<file path="src/rtl/temc_pkg.sv">
// Shared types, constants and lookup helpers for the tetrahedron edge mask block.
// Holds the transaction structs, the status codes and the even permutation table.
// No dependencies.
package temc_pkg;

    localparam int unsigned NUM_EDGES  = 6;
    localparam int unsigned NUM_EVEN   = 12;
    localparam int unsigned IDX_W      = $clog2(NUM_EVEN);

    typedef logic [1:0] t_vtx;
    typedef logic [2:0] t_edge;
    typedef logic [5:0] t_mask;
    // Packed vertex order, position 0 in the top two bits.
    typedef logic [7:0] t_order;

    localparam logic CMD_PERMUTE      = 1'b0;
    localparam logic CMD_CANONICALIZE = 1'b1;

    typedef enum logic [1:0] {
        ST_OK       = 2'd0,
        ST_NOT_PERM = 2'd1,
        ST_ODD      = 2'd2
    } t_status;

    typedef struct packed {
        logic  cmd;
        t_mask edge_mask;
        t_vtx  order_v0;
        t_vtx  order_v1;
        t_vtx  order_v2;
        t_vtx  order_v3;
    } t_in_item;

    typedef struct packed {
        t_mask   out_mask;
        t_vtx    out_v0;
        t_vtx    out_v1;
        t_vtx    out_v2;
        t_vtx    out_v3;
        t_status status;
    } t_out_item;

    // Endpoints of each edge, edges ordered 01, 02, 03, 12, 13, 23.
    localparam t_vtx EDGE_A [NUM_EDGES] = '{2'd0, 2'd0, 2'd0, 2'd1, 2'd1, 2'd2};
    localparam t_vtx EDGE_B [NUM_EDGES] = '{2'd1, 2'd2, 2'd3, 2'd2, 2'd3, 2'd3};

    // The twelve even permutations of 0..3 in lexicographic order.
    localparam t_order EVEN_ORDERS [NUM_EVEN] = '{
        8'h1B, 8'h2D, 8'h36, 8'h4E, 8'h63, 8'h78,
        8'h87, 8'h9C, 8'hB1, 8'hC9, 8'hD2, 8'hE4
    };

    // Edge joining two vertices, symmetric; a repeated vertex maps to edge 0.
    function automatic t_edge pair_edge(input t_vtx a, input t_vtx b);
        t_edge e;
        case ({a, b})
            4'b0001, 4'b0100: e = 3'd0;
            4'b0010, 4'b1000: e = 3'd1;
            4'b0011, 4'b1100: e = 3'd2;
            4'b0110, 4'b1001: e = 3'd3;
            4'b0111, 4'b1101: e = 3'd4;
            4'b1011, 4'b1110: e = 3'd5;
            default:          e = 3'd0;
        endcase
        return e;
    endfunction

    function automatic t_vtx order_at(input t_order ord, input t_vtx pos);
        t_vtx v;
        case (pos)
            2'd0:    v = ord[7:6];
            2'd1:    v = ord[5:4];
            2'd2:    v = ord[3:2];
            default: v = ord[1:0];
        endcase
        return v;
    endfunction

endpackage

</file>
<file path="src/rtl/temc_remap.sv">
// Relabels the vertices of one edge mask by a given vertex order.
// Depends on temc_pkg.
module temc_remap (
    input  temc_pkg::t_mask  i_mask,
    input  temc_pkg::t_order i_order,
    output temc_pkg::t_mask  o_mask
);
    import temc_pkg::*;

    always_comb begin
        for (int e = 0; e < NUM_EDGES; e++) begin
            o_mask[e] = i_mask[pair_edge(order_at(i_order, EDGE_A[e]),
                                         order_at(i_order, EDGE_B[e]))];
        end
    end

endmodule

</file>
<file path="src/rtl/temc_check.sv">
// Classifies a vertex order as a repeated-vertex, odd or valid even permutation.
// Depends on temc_pkg.
module temc_check (
    input  temc_pkg::t_order  i_order,
    output temc_pkg::t_status o_status
);
    import temc_pkg::*;

    t_vtx v [4];
    logic has_repeat;
    logic odd;

    always_comb begin
        for (int p = 0; p < 4; p++) begin
            v[p] = order_at(i_order, t_vtx'(p));
        end
    end

    always_comb begin
        has_repeat = 1'b0;
        odd        = 1'b0;
        for (int i = 0; i < 4; i++) begin
            for (int j = i + 1; j < 4; j++) begin
                has_repeat = has_repeat | (v[i] == v[j]);
                odd        = odd ^ (v[i] > v[j]);
            end
        end
    end

    // A repeated vertex takes precedence over parity.
    always_comb begin
        if (has_repeat) begin
            o_status = ST_NOT_PERM;
        end else if (odd) begin
            o_status = ST_ODD;
        end else begin
            o_status = ST_OK;
        end
    end

endmodule

</file>
<file path="src/rtl/temc_canon.sv">
// Finds the smallest remapped mask over the twelve even vertex orders.
// Depends on temc_pkg and temc_remap.
module temc_canon (
    input  temc_pkg::t_mask  i_mask,
    output temc_pkg::t_mask  o_mask,
    output temc_pkg::t_order o_order
);
    import temc_pkg::*;

    typedef logic [IDX_W-1:0] t_idx;

    t_mask cand [NUM_EVEN];
    t_mask m1 [6];
    t_idx  x1 [6];
    t_mask m2 [3];
    t_idx  x2 [3];
    t_mask m3;
    t_idx  x3;
    t_idx  best;

    for (genvar k = 0; k < NUM_EVEN; k++) begin : g_cand
        temc_remap u_remap (
            .i_mask  (i_mask),
            .i_order (EVEN_ORDERS[k]),
            .o_mask  (cand[k])
        );
    end

    // Each compare keeps the left (earlier) candidate on a tie, so the
    // first order reaching the minimum wins.
    always_comb begin
        for (int k = 0; k < 6; k++) begin
            if (cand[2*k+1] < cand[2*k]) begin
                m1[k] = cand[2*k+1];
                x1[k] = t_idx'(2*k+1);
            end else begin
                m1[k] = cand[2*k];
                x1[k] = t_idx'(2*k);
            end
        end
        for (int k = 0; k < 3; k++) begin
            if (m1[2*k+1] < m1[2*k]) begin
                m2[k] = m1[2*k+1];
                x2[k] = x1[2*k+1];
            end else begin
                m2[k] = m1[2*k];
                x2[k] = x1[2*k];
            end
        end
        if (m2[1] < m2[0]) begin
            m3 = m2[1];
            x3 = x2[1];
        end else begin
            m3 = m2[0];
            x3 = x2[0];
        end
        if (m2[2] < m3) begin
            o_mask = m2[2];
            best   = x2[2];
        end else begin
            o_mask = m3;
            best   = x3;
        end
    end

    assign o_order = EVEN_ORDERS[best];

endmodule

</file>
<file path="src/rtl/tet_edge_mask_canonicalize_top.sv">
// Top level of the tetrahedron edge mask permute and canonicalize block.
// Depends on temc_pkg, temc_remap, temc_check and temc_canon.
//
// Usage: an input transaction carries a command, a 6-bit edge mask and a
// vertex order. The permute command checks the order and remaps the mask;
// the canonicalize command ignores the order and returns the smallest mask
// over the twelve even vertex orders together with the first order that
// gives it. Exactly one result transaction leaves for each input.
// Both channels use valid and stall; a transaction moves at a clock edge
// with valid high and stall low.
// A transaction accepted into the input register moves on into the output
// register, where the receiver can take it. Throughput is one transaction
// per cycle while the receiver does not stall, set by the input register
// feeding combinational remap and compare logic into the result register.
// While the receiver stalls, the result register holds its transaction and
// one more item can still be taken into the input register; only when both
// are full does the block stall its sender.
// Reset (synchronous, active low) empties both registers; no other state.
module tet_edge_mask_canonicalize_top (
    input  logic                i_clk,
    input  logic                i_rst_n,
    input  logic                i_in_valid,
    input  temc_pkg::t_in_item  i_in_data,
    output logic                o_in_stall,
    output logic                o_out_valid,
    output temc_pkg::t_out_item o_out_data,
    input  logic                i_out_stall
);
    import temc_pkg::*;

    logic      r_in_valid;
    t_in_item  r_in;
    logic      r_out_valid;
    t_out_item r_out;
    t_out_item n_out;

    logic      out_hold;
    t_order    in_order;
    t_mask     perm_mask;
    t_status   perm_status;
    t_mask     canon_mask;
    t_order    canon_order;

    assign out_hold   = r_out_valid && i_out_stall;
    assign o_in_stall = r_in_valid && out_hold;

    always_ff @(posedge i_clk) begin
        if (!i_rst_n) begin
            r_in_valid <= 1'b0;
        end else if (!o_in_stall) begin
            r_in_valid <= i_in_valid;
        end
    end

    always_ff @(posedge i_clk) begin
        if (!o_in_stall && i_in_valid) begin
            r_in <= i_in_data;
        end
    end

    assign in_order = {r_in.order_v0, r_in.order_v1, r_in.order_v2, r_in.order_v3};

    temc_remap u_remap (
        .i_mask  (r_in.edge_mask),
        .i_order (in_order),
        .o_mask  (perm_mask)
    );

    temc_check u_check (
        .i_order  (in_order),
        .o_status (perm_status)
    );

    temc_canon u_canon (
        .i_mask  (r_in.edge_mask),
        .o_mask  (canon_mask),
        .o_order (canon_order)
    );

    always_comb begin
        if (r_in.cmd == CMD_CANONICALIZE) begin
            n_out.out_mask = canon_mask;
            n_out.out_v0   = canon_order[7:6];
            n_out.out_v1   = canon_order[5:4];
            n_out.out_v2   = canon_order[3:2];
            n_out.out_v3   = canon_order[1:0];
            n_out.status   = ST_OK;
        end else begin
            n_out.out_mask = (perm_status == ST_OK) ? perm_mask : '0;
            n_out.out_v0   = r_in.order_v0;
            n_out.out_v1   = r_in.order_v1;
            n_out.out_v2   = r_in.order_v2;
            n_out.out_v3   = r_in.order_v3;
            n_out.status   = perm_status;
        end
    end

    always_ff @(posedge i_clk) begin
        if (!i_rst_n) begin
            r_out_valid <= 1'b0;
        end else if (!out_hold) begin
            r_out_valid <= r_in_valid;
        end
    end

    always_ff @(posedge i_clk) begin
        if (!out_hold && r_in_valid) begin
            r_out <= n_out;
        end
    end

    assign o_out_valid = r_out_valid;
    assign o_out_data  = r_out;

endmodule

</file>
<file path="config.mk">
export PLATFORM = sky130hd
export DESIGN_NAME = tet_edge_mask_canonicalize_top
export DESIGN_NICKNAME = d
export VERILOG_FILES = /design/src/rtl/temc_pkg.sv /design/src/rtl/temc_remap.sv /design/src/rtl/temc_check.sv /design/src/rtl/temc_canon.sv /design/src/rtl/tet_edge_mask_canonicalize_top.sv
export SDC_FILE = /design/constraint.sdc
export NUM_CORES = 1
export LEC_CHECK = 0
export ABC_AREA = 1
export ABC_CLOCK_PERIOD_IN_PS = 8050
export BUFFER_PORTS_ARGS = -buffer_cell sky130_fd_sc_hd__buf_2
export CAP_MARGIN = 20
export CORE_ASPECT_RATIO = 1.5
export CORE_UTILIZATION = 40
export DETAILED_ROUTE_END_ITERATION = 7
export PLACE_DENSITY = 0.68
export SYNTH_ARGS = -nofsm -noshare
export SYNTH_HDL_FRONTEND = slang
export SYNTH_SLANG_ARGS = --single-unit
</file>
<file path="constraint.sdc">
create_clock -name i_clk -period 8.05 [get_ports i_clk]
set_clock_uncertainty 0.05 [all_clocks]
set_input_delay 1.2075 -clock i_clk [delete_from_list [all_inputs] [get_ports i_clk]]
set_output_delay 1.2075 -clock i_clk [all_outputs]
set_load 0.005 [all_outputs]
</file>
==> summary.md, run 1 <==
| Metric | Value |
|---|---|
| Outcome | finished clean |
| Chip Height | 139 µm |
| Vias | approximately 4700 |
| Fin. Hold Viols | 0 |
| Critical path launch point | r_in[9]$_DFFE_PP_ |
| TritonCTS clock tree | built |
| Reg2reg end | o_out_data[7]$_DFFE_PP_ |
| Layout cell share with drive strength beyond 1 | between 9 and 10% |
| DRT Wirelength | approximately 13000 µm |
| Mux cell area share after synthesis | less than 1% |
| Mapped cell area | between 0.004 and 0.005 mm² |
| Clock root buffer | clkbuf_16 |
| PD cells | 264 mW/mm² |
| Die ar. | 0.0129 mm² |
| CP startpoint kind | flop |
| Vias/cell | between 5 and 6 |
| Cell leakage power | between 2 and 3 nW |
| Layout area overhead | 10.3% |
| Synth cell count leaders | nand2_1 (234), o21ai_0 (98), inv_1 (79), ha_1 (77), nor2_1 (32) |
| RSZ-0062 raised after global routing | no |
| DP HPWL | between 9000 and 10000 µm |
| Row count | 49 |
| F_max | between 100 and 150 MHz |
| Worst vdd ir | 0.000144 V |
| Diode count | 0 |
| Sequential cell area fraction in the yosys report | between 20 and 30% |
| Grt peak-use layer | met2 |
| DR iter-0 viols | approximately 260 |
| Fin crit period | 7150 ps |
| Die W | approximately 93 µm |
| First drt pass iteration count | 6 |
| GRT overflow | 0 |
| Worst reg-to-reg path cell count | 30 |
| Top cell type's share of synthesized area | approximately a fifth |
| Fin area | 0.00548 mm² |
| Area share of xor/xnor cells in the synthesized design | less than 1% |
| Crit path DAT | about 7100 ps |
| Setup TNS | 0 ps |
| Hold Path Depth | 2 |
| CTS buffer count | 5 |
| Crit path max fanout | 17 |
| CP Capture Type | flop |
| Fin nets | 845 |
| Starting Density | between 40% and 50% |
| Clk sink count | 51 |
| Yosys reg bits | slightly above 50 |
| Hold WC Path Type | flop to flop |
| Met3 usage | roughly 1.8% |
| Slowest CP cell | inv_1 |
| Post-synth EDFFs | 31 |
| Area share of and/or/nand/nor cells after synthesis | around a quarter |
| Compound-Gate Fraction of Synth Area | between 10% and 20% |
| Worst-path clk slew | ~70 ps |
| Post-DRT Antenna Nets | 0 |
| Drc violations | 0 |
| Core area | 0.0121 mm² |
| Clock Path Buffers | 2 |
| Placed Area | ~0.0053 mm² |
| Most frequent cell after synthesis | nand2_1 |
| DR WL/cell | 14.1 µm |
| Slew @ Worst Pin | between 800 and 900 ps |
| GRT Total Usage | ~20% |
| Antenna violations before repair | 0 |
| Yosys top cell by area | ha_1 |
| Skew-Pair Late Insertion Delay | between 200 and 300 ps |
| Max-slew headroom | between 40% and 50% |
| Async SR Flop Fraction | 0% |
| M1 GR Usage | around a fifth |
| Port Buffers | 36 |
| Final-report max-slew violation count | 0 |
| H-tree depth reported by CTS | 2 |
| Period Utilization, post-route | about 90% |
| First-pass GRT wire length | approximately 21000 µm |
| Largest family of logic cells by synthesized area | simple AND/OR/NAND/NOR gates |
| Met2 Usage GRT | roughly two fifths |
| Largest cells by area after synthesis | ha_1 (19%), edfxtp_1 (19%), nand2_1 (18%) |
| Slowest stage delay, CP | about 440 ps |
| Ys Warns | 0 |
| # hold bufs at CTS | 0 |
| Yosys cell types | 36 |
| R2r setup slk | roughly 900 ps |
| Largest net degree at the start of global routing | 18 |
| Syn_nets | 814 |
| Worst Hold Endpoint | o_out_valid$_SDFFE_PN0N_ |
| IO Pins | 37 |
| Fillcell total | between 1000 and 1500 |
| Adder-cell area share of the yosys netlist | around 19% |
| Crit Path Category | flop to flop |
| Cells after Synth | slightly above 700 |
| Final Setup Violations | 0 |
| Placer Congestion | between 0.9 and 1 |
| Main synth FF type | edfxtp_1 |
| Hold_sp | r_in_valid$_SDFFE_PN0N_ |
| Number of global-route vias before repair | 4484 |
| Syn avg cell area | 6.92 µm² |
| Max-Cap Viols | 0 |
| WP data required | 8030 ps |
| Beginning of the worst register-to-register path | r_in[9]$_DFFE_PP_ |
==> cell type report <==
class	count	area [µm²]	area share (%)
Timing Repair Buffer	44	240	4.38
Clock buffer	5	125	2.28
Multi-Input combinational cell	566	3240	59.2
Inverter	81	308	5.62
Clock inverter	3	42.5	0.776
Sequential cell	51	1330	24.3
Tap cell	153	191	3.49
==> routing by layer <==
| metal | vias up | share of wire, % |
|---|---|---|
| li1 | 2473 | - |
| met1 | 2090 | 39 |
| met2 | 92 | 55 |
| met3 | 36 | 2.4 |
| met4 | 0 | 3.7 |
| met5 | - | 0 |
==> metrics by stage <==
step / std cells / hold slack, ps / power [mW] / utilization [%] / setup WS [ps]
detailed placement: 894 / 417 / 1.20 / 43.9 / 823
finish: 903 / 424 / 1.45 / 45.4 / 902
CTS: 902 / 427 / 1.45 / 45.3 / 789
floorplan: 718 / 403 / 1.02 / - / 1370
global route: 903 / 468 / 1.58 / 45.4 / 135
global placement: 894 / 417 / 1.20 / 43.9 / 922
==> critical path, delay by kind of cell, from the launching register on <==
family                   cells  cell delay (ps)
flip-flops                   1              360
buffers and inverters        4              950
AO/OA/AOI/OAI               14             2780
adder cells (fa/ha/maj)      5             1600
AND/OR/NAND/NOR              7             1120
==> where the power goes <==
group	switching (mW)	internal (mW)
combinational	0.553	0.296
clock	0.0918	0.147
sequential	0.0207	0.339
total	0.665	0.782
==> layout by cell type (no fill, tap or decap), drive strengths merged <==
| cell | count |
|---|---|
| a21oi | 29 |
| nand4 | 11 |
| clkinvlp | 1 |
| o2111ai | 6 |
| edfxtp | 31 |
| mux2 | 1 |
| or2 | 1 |
| bufinv | 1 |
| o21a | 1 |
| o21ai | 105 |
| a211oi | 5 |
| o21bai | 2 |
| ha | 77 |
| o22ai | 7 |
| clkinv | 2 |
| nand3 | 23 |
| a21boi | 1 |
| buf | 44 |
| xnor2 | 3 |
| o211ai | 6 |
| nand2 | 241 |
| xor2 | 2 |
| and2 | 2 |
| inv | 80 |
| dfxtp | 20 |
| a31oi | 7 |
| clkbuf | 5 |
| mux2i | 1 |
| nor2 | 34 |
| a22oi | 1 |
==> cell families (layout without fill, tap and decap cells) <==
group,count (synthesis),count (layout)
AOI/OAI and AO/OA,170,170
xor gates and xnor gates,5,5
adders and majority gates,77,77
buffers and inverters,101,133
DFF,51,51
muxes,2,2
and+or+nand+nor,312,312
==> worst max-delay path by stage <==
stage / to / slack [ps] / cells past startpoint
5_1_grt: o_out_data[7]$_DFFE_PP_ / 130 / 33
3_5_place_dp: o_out_data[7]$_DFFE_PP_ / 820 / 31
6_report: o_out_data[7]$_DFFE_PP_ / 900 / 30
2_1_floorplan: o_out_data[7]$_DFFE_PP_ / 1370 / 37
4_1_cts: o_out_data[7]$_DFFE_PP_ / 790 / 31
3_3_place_gp: o_out_data[7]$_DFFE_PP_ / 920 / 29
==> what timing repair did <==
item	CTS	global route
gates resized for setup	0	1
endpoints found under the setup margin	0	4
buffers inserted	0	1
Power figures use the tool's default switching activity.
==> inputs of run 2 (changes only) <==
--- a/config.mk
+++ b/config.mk
@@ -5,7 +5,6 @@
 export SDC_FILE = /design/constraint.sdc
 export NUM_CORES = 1
 export LEC_CHECK = 0
-export ABC_AREA = 1
 export ABC_CLOCK_PERIOD_IN_PS = 8050
 export BUFFER_PORTS_ARGS = -buffer_cell sky130_fd_sc_hd__buf_2
 export CAP_MARGIN = 20
==> summary.md, run 2 <==
| Metric | Value |
|---|---|
| IO Pins | 37 (unchanged) |
| Skew-Pair Late Insertion Delay | 290 ps (about the same) |
| Inst Count DP | 774 (-13%) |
| Outcome | finished clean |
| Area share of xor/xnor cells in the synthesized design | 1.35% (+0.47 points) |
| Post-synth EDFFs | 31 (unchanged) |
| Setup WS post-layout | 229 ps (-673 ps) |
| Placer Congestion | 0.929 (-4.5%) |
| Antenna violations before repair | 0 (unchanged) |
| Syn_nets | 684 (-16%) |
| Max-slew headroom | 37.4% (-4.5 points) |
| Slowest stage delay, CP | 380 ps (-60 ps) |
| Main synth FF type | edfxtp_1 |
| Layout cell share with drive strength beyond 1 | 18.1% (+9.0 points) |
| Fin. Hold Viols | 0 (unchanged) |
| CP startpoint kind | flop |
| Syn avg cell area | 8.81 µm² (+27%) |
| Number of global-route vias before repair | 4464 (-0.45%) |
| Fillcell total | 1199 (-3.8%) |
| Area share of and/or/nand/nor cells after synthesis | 14.3% (-11 points) |
| Vias/cell | 5.85 (+13%) |
| Place WS | 164 ps (-660 ps) |
| Mapped cell area | 0.00518 mm² (+4.3%) |
| Crit Path Category | flop to flop |
| Die ar. | 0.0134 mm² (+4.2%) |
| CP Capture Type | flop |
| Most frequent cells in the layout | ha_1 (76), a21oi_1 (70), nor2_1 (62), inv_1 (48), mux2i_1 (39) |
| Fin crit period | 7820 ps (+673 ps) |
| First-pass GRT wire length | 21900 µm (+5.2%) |
| Cells after Synth | 588 (-18%) |
| Fin nets | 732 (-13%) |
| Compound-Gate Fraction of Synth Area | 21.8% (+3.0 points) |
| Cell leakage power | 2.65 nW (-1.0%) |
| Total power | 1.64 mW (+13%) |
| Largest cells by area after synthesis | ha_1 (19%), edfxtp_1 (18%), mux2i_1 (7.9%) |
| DP HPWL | 10800 µm (+8.8%) |
| Crit path max fanout | 14 (-3) |
| Yosys cell types | 68 (+89%) |
| Layout area overhead | 14.1% |
| Yosys reg bits | 51 (unchanged) |
| Row count | 50 (+2.0%) |
| Slew @ Worst Pin | 938 ps (+69.6 ps) |
| Worst vdd ir | 0.000192 V (+34%) |
| Share of power burned in registers | 21.6% (-3.3 points) |
| Async SR Flop Fraction | 0% (unchanged) |
| Final-report max-slew violation count | 0 (unchanged) |
| Yosys top cell by area | ha_1 |
| Mux cell area share after synthesis | 12.6% (+12 points) |
| Final Setup Violations | 0 (unchanged) |
| GRT Total Usage | 21.2% (+0.74 points) |
| Int Pwr | 0.916 mW (+17%) |
| Post-DRT Antenna Nets | 0 (unchanged) |
| Drc violations | 0 (unchanged) |
| WP data required | 8010 ps (-20 ps) |
| P_sw | 0.721 mW (+8.4%) |
| Most common cell after layout, fill and taps aside | ha_1 |
| Port Buffers | 36 (unchanged) |
| GRT overflow | 0 (unchanged) |
| Switch share | 44.0% (-1.9 points) |
| Multi-input logic area | 0.00367 mm² (+13%) |
| Clock power share | 12.5% (-4.0 points) |
| DR WL/cell | 17.7 µm (+25%) |
| DR iter-0 viols | 388 (+49%) |
| First drt pass iteration count | 5 (-1) |
| Largest family of logic cells by synthesized area | compound AO/OA/AOI/OAI gates |
| Ys Warns | 0 (unchanged) |
| Chip Height | 141 µm (+2.1%) |
| Slowest CP cell | edfxtp_1 |
| Largest net degree at the start of global routing | 28 (+10) |
| DRT Wirelength | 14000 µm (+9.7%) |
| R2r setup slk | 230 ps (-670 ps) |
| Starting Density | 41.2% (+0.057 points) |
| TritonCTS clock tree | built |
| Worst-path clk slew | 70 ps (about the same) |
| Synth cell count leaders | ha_1 (77), a21oi_1 (74), nor2_1 (64), inv_1 (48), mux2i_1 (41) |
| Adder-cell area share of the yosys netlist | 18.6% (-0.79 points) |
| Core area | 0.0126 mm² (+4.1%) |
| Setup TNS | 0 ps (unchanged) |
| Register area | 0.00133 mm² (unchanged) |
| Diode count | 0 (unchanged) |
| Combinational share of power | 65.9% (+7.2 points) |
| Sequential cell area fraction in the yosys report | 25.7% (-1.1 points) |
| Clk sink count | 51 (unchanged) |
| Max-Cap Viols | 0 (unchanged) |
| Non-filler cells, final | 793 (-12%) |
| Die W | 94.9 µm (+2.1%) |
| CTS buffer count | 5 (unchanged) |
| F_max | 128 MHz (-8.6%) |
| Top cell type's share of synthesized area | 18.6% (-0.79 points) |
| Most frequent cell after synthesis | ha_1 |
| H-tree depth reported by CTS | 2 (unchanged) |
| Clock Path Buffers | 2 (unchanged) |
| Final core occ | 47.0% (+1.6 points) |
| Crit path DAT | 7780 ps (+650 ps) |
| Clock root buffer | clkbuf_16 |
| Period Utilization, post-route | 97.2% (+8.4 points) |
| PD cells | 277 mW/mm² (+4.9%) |
| Hold WC Path Type | flop to flop |
| Vias | 4640 (-1.1%) |
-- run 2: stage by stage --
step	hold slack, ps	cell area (µm²)
global route	523	5910
finish	460	5910
global placement	428	5580
detailed placement	450	5580
CTS	466	5730
floorplan	416	5180
-- run 2: cell type report --
| cell class | instances | share of cell area [%] |
|---|---|---|
| multi-input combinational | 467 | 62.2 |
| sequential | 51 | 22.5 |
| timing repair buffer | 63 | 6.54 |
| tap | 156 | 3.30 |
| inverter | 48 | 3.05 |
| clock buffer | 6 | 2.18 |
| clock inverter | 2 | 0.233 |
-- run 2: what timing repair did --
item | CTS | global route
setup endpoints to repair | 0 | 7
resized for setup | 0 | 21
hold buffers | 0 | 0
buffers inserted | 0 | 8
endpoints found under the hold margin | 0 | 0
-- run 2: final timing paths --
path / from / to / cells past startpoint
worst max-delay path: r_in[10]$_DFFE_PP_ / o_out_data[7]$_DFFE_PP_ / 36
worst min-delay path: r_in_valid$_SDFFE_PN0N_ / o_out_valid$_SDFFE_PN0N_ / 2
worst max register to register: r_in[10]$_DFFE_PP_ / o_out_data[7]$_DFFE_PP_ / 36
worst min register to register: r_in_valid$_SDFFE_PN0N_ / o_out_valid$_SDFFE_PN0N_ / 2
-- run 2: layer usage --
metal  share of wire (%)  GRT usage [%]  vias up
met3                 2.7           2.09       57
met5                   0              0        -
li1                    -              -     2243
met2                  54           39.9      119
met4                 6.0           13.7        0
met1                  37           21.5     2221
-- run 2: critical path, delay by kind of cell, from the launching register on --
family,cells,cell delay (ps)
AO/OA/AOI/OAI,17,3150
adder cells (fa/ha/maj),5,1500
buffers and inverters,2,280
flip-flops,1,380
multiplexers,4,760
AND/OR/NAND/NOR,8,1400
-- run 2: power by group through the flow --
stage,sequential [mW],combinational [mW],clock [mW]
finish,0.354,1.08,0.205
global route,0.358,1.18,0.222
CTS,0.355,0.973,0.210
detailed placement,0.360,0.969,0
global placement,0.359,0.931,0
floorplan,0.357,0.755,0
-- run 2: kinds of logic after synthesis --
kind of cell,Yosys count
AO/OA/AOI/OAI,169
XOR/XNOR,8
adder cells (fa/ha/maj),77
buffers and inverters,73
flip-flops,51
multiplexers,53
AND/OR/NAND/NOR,157
